`src/rtl/core/iom_pkg.sv`:
```
// integral occupancy map: shared types, constants and sequencer states
// no dependencies

package iom_pkg;

  localparam int MaxRows  = 256;
  localparam int MaxCols  = 256;
  localparam int SumWidth = 32;
  localparam int RowBits  = $clog2(MaxRows);
  localparam int ColBits  = $clog2(MaxCols);
  localparam int AddrBits = RowBits + ColBits;
  localparam int SizeBits = 9;
  localparam int CntBits  = 17;

  typedef logic [SumWidth-1:0] sum_t;

  typedef enum logic [1:0] {
    REQ_BEGIN = 2'd0,
    REQ_PIXEL = 2'd1,
    REQ_QUERY = 2'd2,
    REQ_NONE  = 2'd3
  } req_t;

  localparam logic CFG_ROWS = 1'b0;
  localparam logic CFG_COLS = 1'b1;

  typedef struct packed {
    logic [1:0] req_type;
    logic [7:0] row_origin;
    logic [7:0] col_origin;
    logic [7:0] pixel_value;
    logic [8:0] win_rows;
    logic [8:0] win_cols;
    logic [31:0] rand_word;
  } in_item_t;

  typedef struct packed {
    logic        found;
    logic [7:0]  hit_row;
    logic [7:0]  hit_col;
    logic [16:0] free_count;
  } out_item_t;

  typedef enum logic [3:0] {
    ST_IDLE,
    ST_CLEAR,
    ST_PIX_RD,
    ST_PIX_ACC,
    ST_PIX_WR,
    ST_Q_RD,
    ST_Q_ACC,
    ST_Q_TEST,
    ST_Q_GOAL0,
    ST_Q_GOAL1,
    ST_OUT
  } state_t;

  // accumulator command to the shared add unit
  typedef struct packed {
    logic clear;
    logic add;
    logic sub;
  } acc_cmd_t;

endpackage

```
`src/rtl/core/iom_acc.sv`:
```
// shared add/subtract accumulator used for pixel sums and corner sums
// uses iom_pkg

module iom_acc import iom_pkg::*; (
  input  logic     clk,
  input  acc_cmd_t cmd,
  input  sum_t     operand,
  output sum_t     acc
);

  sum_t acc_r, acc_nxt;

  always_comb begin
    acc_nxt = acc_r;
    if (cmd.clear) begin
      acc_nxt = '0;
    end
    if (cmd.add) begin
      acc_nxt = acc_nxt + operand;
    end else if (cmd.sub) begin
      acc_nxt = acc_nxt - operand;
    end
  end

  always_ff @(posedge clk) begin
    acc_r <= acc_nxt;
  end

  assign acc = acc_r;

endmodule

```
`config.mk`:
```
export PLATFORM = sky130hd
export DESIGN_NAME = iom_acc
export DESIGN_NICKNAME = d
export VERILOG_FILES = /design/src/rtl/core/iom_pkg.sv /design/src/rtl/core/iom_acc.sv
export SDC_FILE = /design/constraint.sdc
export NUM_CORES = 1
export LEC_CHECK = 0
export BUFFER_PORTS_ARGS = -buffer_cell sky130_fd_sc_hd__buf_2
export CAP_MARGIN = 10
export CORE_ASPECT_RATIO = 1.2
export CORE_UTILIZATION = 50
export CTS_CLUSTER_SIZE = 10
export DETAILED_ROUTE_END_ITERATION = 10
export HOLD_SLACK_MARGIN = 0.08
export PLACE_DENSITY = 0.83
export RECOVER_POWER = 25
export SLEW_MARGIN = 25
export SYNTH_ARGS = -nofsm -noshare
export SYNTH_HDL_FRONTEND = slang
export SYNTH_SLANG_ARGS = --single-unit
```
`constraint.sdc`:
```
create_clock -name clk -period 4.5 [get_ports clk]
set_input_delay 0.45 -clock clk [delete_from_list [all_inputs] [get_ports clk]]
set_output_delay 0.45 -clock clk [all_outputs]
set_load 0.03 [all_outputs]
```
==> results_tabular.tex <==
\begin{tabular}{lr}
\hline
Metric & Value \\
\hline
\multicolumn{2}{l}{\textbf{STA}} \\
Achievable frequency & 0.266 GHz \\
Actual slew at the worst max-slew pin & 0.880 ns \\
Endpoints failing hold & 0 \\
Setup TNS & 0 ns \\
Post-Route Skew & 0.00406 ns \\
Minimum period implied by the final worst setup slack & 3.76 ns \\
Unrepaired setup endpoints after global routing & false \\
Max-Slew Margin vs Limit & 0.412 \\
Final hold slack & 0.533 ns \\
Number of max-slew violations in the final report & 0 \\
Setup-failing EPs final & 0 \\
Part of the cycle the worst path needs & 0.835 \\
\multicolumn{2}{l}{\textbf{Yosys}} \\
Number of synthesized flops with an enable pin & 0 \\
Area share of the leading cell type in the synthesized netlist & 0.104 \\
Distinct cell type count of the synthesized netlist & 80 \\
Largest area contributor in the netlist & sky130\_fd\_sc\_hd\_\_dfxtp\_1 \\
Register area share after synthesis & 0.104 \\
Count of mapped cells out of synthesis & 906 \\
Number of storage elements in the synthesis netlist & 32 \\
Top cells by area in the synthesized netlist & sky130\_fd\_sc\_hd\_\_dfxtp\_1, sky130\_fd\_sc\_hd\_\_xnor2\_1, sky130\_fd\_sc\_hd\_\_nor2\_1 \\
Mean Syn Cell Area & 6.77 um2 \\
Cell with the most instances after synthesis & sky130\_fd\_sc\_hd\_\_nor2\_1 \\
Most common library cells after synthesis & sky130\_fd\_sc\_hd\_\_nor2\_1, sky130\_fd\_sc\_hd\_\_nand2\_1, sky130\_fd\_sc\_hd\_\_a21oi\_1 \\
Area of the mapped netlist & 6140 um2 \\
Async SR Flop Fraction & 0 \\
Total of warnings raised by yosys & 0 \\
Post-synth top flop & sky130\_fd\_sc\_hd\_\_dfxtp\_1 \\
Post-synthesis net count & 977 \\
\multicolumn{2}{l}{\textbf{Critical path}} \\
Number of logic stages on the critical path including buffering & 15 \\
WP data required & 4.67 ns \\
CP peak stage delay & 0.45 ns \\
Critical path class & flop to flop \\
Worst reg2reg path depth & 15 \\
CP Launch Type & flop \\
Kind of end point of the critical path & flop \\
Origin of the critical flop-to-flop path & acc[1]\$\_DFF\_P\_ \\
Critical path fanouts, max & 5 \\
Chain of cells forming the critical path & nor2b\_1 -> inv\_1 -> fa\_1 -> o21bai\_1 -> a21oi\_1 -> o31ai\_1 -> a31oi\_1 -> o31ai\_1 -> buf\_4 -> a211o\_1 -> o21a\_1 -> a21o\_1 -> a221o\_1 -> xor2\_1 -> mux2i\_1 \\
Cell at the slowest stage of the critical path & sky130\_fd\_sc\_hd\_\_fa\_1 \\
Capture point of the worst path & acc[30]\$\_DFF\_P\_ \\
Reg-to-reg setup timing slack & 0.74 ns \\
Endpoint of the worst-slack reg-to-reg timing path & acc[30]\$\_DFF\_P\_ \\
Most used cell along the critical path & sky130\_fd\_sc\_hd\_\_o31ai\_1 \\
Cell family with most CP delay & compound AO/OA/AOI/OAI gates \\
Launching element of the worst setup path & acc[1]\$\_DFF\_P\_ \\
Crit path buf inv count & 2 \\
Data arrival, critical path & 3.93 ns \\
\multicolumn{2}{l}{\textbf{Power and ir drop}} \\
Leakage power & 0.00266 uW \\
Total power divided by cell area & 488 nW/um2 \\
Worst VDD drop & 0.264 mV \\
\multicolumn{2}{l}{\textbf{Floorplan}} \\
Standard-cell row count & 43 \\
Vertical die dimension & 123 um \\
Area of the placeable core & 11800 um2 \\
Initial Utilization & 0.521 \\
Area of the die & 12700 um2 \\
Number of primary I/O pins & 68 \\
Die Span X & 103 um \\
\multicolumn{2}{l}{\textbf{CTS}} \\
Count of clock tree sinks & 32 \\
Maximum clock insertion buffer count & 2 \\
Clock latency on the worst-skew pair & 0.29 ns \\
H-tree depth reported by CTS & 2 \\
Number of clock buffers inserted by TritonCTS & 5 \\
Clock tree from TritonCTS & yes \\
Hold-fix buffers, CTS & 0 \\
Number of cells upsized or downsized after cts & 0 \\
Worst-path clk slew & 0.06 ns \\
CTS Root Buffer Type & sky130\_fd\_sc\_hd\_\_clkbuf\_16 \\
Postcts setup bufs & 0 \\
\multicolumn{2}{l}{\textbf{Global route}} \\
Global-route wire length before repair & 29.1 mm \\
Antenna violations before repair & 0 \\
Global route total overflow & 0 \\
Maximum number of pins on one net before global-route repair & 70 \\
GRT Util Overall & 0.288 \\
Vias in the first global route & 6120 \\
\multicolumn{2}{l}{\textbf{Status}} \\
Outcome & completed \\
\multicolumn{2}{l}{\textbf{Routing}} \\
Wirelength per Cell & 16.8 um \\
Routed via count divided by cell count & 6.31 \\
DRC violations left & 0 \\
Detailed Route Iter0 Violations & 684 \\
Total detailed-routing wirelength & 18.2 mm \\
First-pass iteration count of the detailed router & 5 \\
Via count & 6829 \\
Detail Route Antenna Nets & 0 \\
\multicolumn{2}{l}{\textbf{Placement}} \\
\# placed instances & 1074 \\
Post-detail-place hpwl & 13.5 mm \\
Routability Congestion & 0.952 \\
IO buf count & 67 \\
\multicolumn{2}{l}{\textbf{Cells and area}} \\
Proportion of layout cells with a drive suffix above 1 & 0.0930 \\
Ant. Diodes & 0 \\
Net count, final & 995 \\
Growth of design area from synthesis to finish & 7.57\% \\
Count of non-filler cells in the finished layout & 1082 \\
Max reg flops & 32 \\
Filler cells & 1165 \\
\multicolumn{2}{l}{\textbf{Job}} \\
Reported max-cap violation count & 0 \\
\multicolumn{2}{l}{\textbf{Hold path}} \\
Kind of path behind the tightest hold check & primary input to flop \\
\hline
\end{tabular}
worst min-delay path by stage:
stage                    from             end  slack (ns)  cells after the start
3_3_place_gp   acc[8]$_DFF_P_  acc[8]$_DFF_P_        0.60                      2
4_1_cts            operand[0]  acc[0]$_DFF_P_        0.53                      4
3_5_place_dp   acc[8]$_DFF_P_  acc[8]$_DFF_P_        0.61                      2
6_report           operand[0]  acc[0]$_DFF_P_        0.53                      4
2_1_floorplan      operand[0]  acc[0]$_DFF_P_        0.67                      3
5_1_grt            operand[0]  acc[0]$_DFF_P_        0.58                      4
per-stage QoR:
stage,utilization,setup WS (ns),instance area (um2),total power (uW)
floorplan,-,0.0438,6140,2300
global placement,0.549,0.678,6470,2780
detailed placement,0.549,0.561,6470,2810
CTS,0.562,0.819,6620,3200
global route,0.560,0.375,6600,3460
finish,0.560,0.742,6600,3220
worst min-delay path: cells and delay by family:
family / cells / cell delay, ns
buffers and inverters: 1 / 0.10
AND/OR/NAND/NOR: 1 / 0.04
AO/OA/AOI/OAI: 1 / 0.07
adder cells (fa/ha/maj): 1 / 0.13
placed cells by master (no fill, tap or decap), types with 6 or more instances in the layout:
master and n:
sky130_fd_sc_hd__nand3_1 10, sky130_fd_sc_hd__xor2_1 15, sky130_fd_sc_hd__a22oi_1 13, sky130_fd_sc_hd__o21bai_1 11, sky130_fd_sc_hd__nor3_1 13, sky130_fd_sc_hd__a211o_1 6, sky130_fd_sc_hd__nand2_1 74, sky130_fd_sc_hd__clkbuf_1 17
sky130_fd_sc_hd__o21ai_0 46, sky130_fd_sc_hd__o21a_1 9, sky130_fd_sc_hd__xnor2_1 52, sky130_fd_sc_hd__and2_1 13, sky130_fd_sc_hd__a21o_1 11, sky130_fd_sc_hd__nor2_1 120, sky130_fd_sc_hd__a31oi_1 13, sky130_fd_sc_hd__dfxtp_1 32
sky130_fd_sc_hd__and3_1 6, sky130_fd_sc_hd__o22ai_1 21, sky130_fd_sc_hd__a221o_1 7, sky130_fd_sc_hd__a221oi_1 6, sky130_fd_sc_hd__inv_1 44, sky130_fd_sc_hd__maj3_1 17, sky130_fd_sc_hd__nand2b_1 23, sky130_fd_sc_hd__buf_4 9
sky130_fd_sc_hd__buf_2 52, sky130_fd_sc_hd__a21oi_1 64, sky130_fd_sc_hd__a32oi_1 10, sky130_fd_sc_hd__a211oi_1 17, sky130_fd_sc_hd__nor2b_1 41, sky130_fd_sc_hd__o32ai_1 8, sky130_fd_sc_hd__ha_1 34, sky130_fd_sc_hd__or2_2 6
layer usage:
metal | part of all wire | global-route usage | vias up
li1 | - | - | 3322
met1 | 0.40 | 0.353 | 3101
met2 | 0.49 | 0.489 | 343
met3 | 0.076 | 0.0458 | 63
met4 | 0.035 | 0.134 | 0
met5 | 0 | 0 | -
cell families after synthesis:
logic type / synth area share
simple gates: 0.266
compound gates: 0.348
buf+inv: 0.0736
xor+xnor: 0.0956
fa+ha+maj: 0.100
flops: 0.104
mux: 0.0118
cell type report:
type                       instances  area [um2]  share of cell area
clock buffer                       8         146              0.0222
inverter                          45         169              0.0256
multi-input combinational        763        5040               0.764
sequential                        32         641              0.0971
tap                              157         196              0.0298
timing repair buffer              77         404              0.0612
power by group:
group          internal [uW]  switching [uW]  total [uW]
Sequential               409             254         663
Combinational            854            1330        2180
Clock                    222             152         373
(Power assumes the default switching activity.)
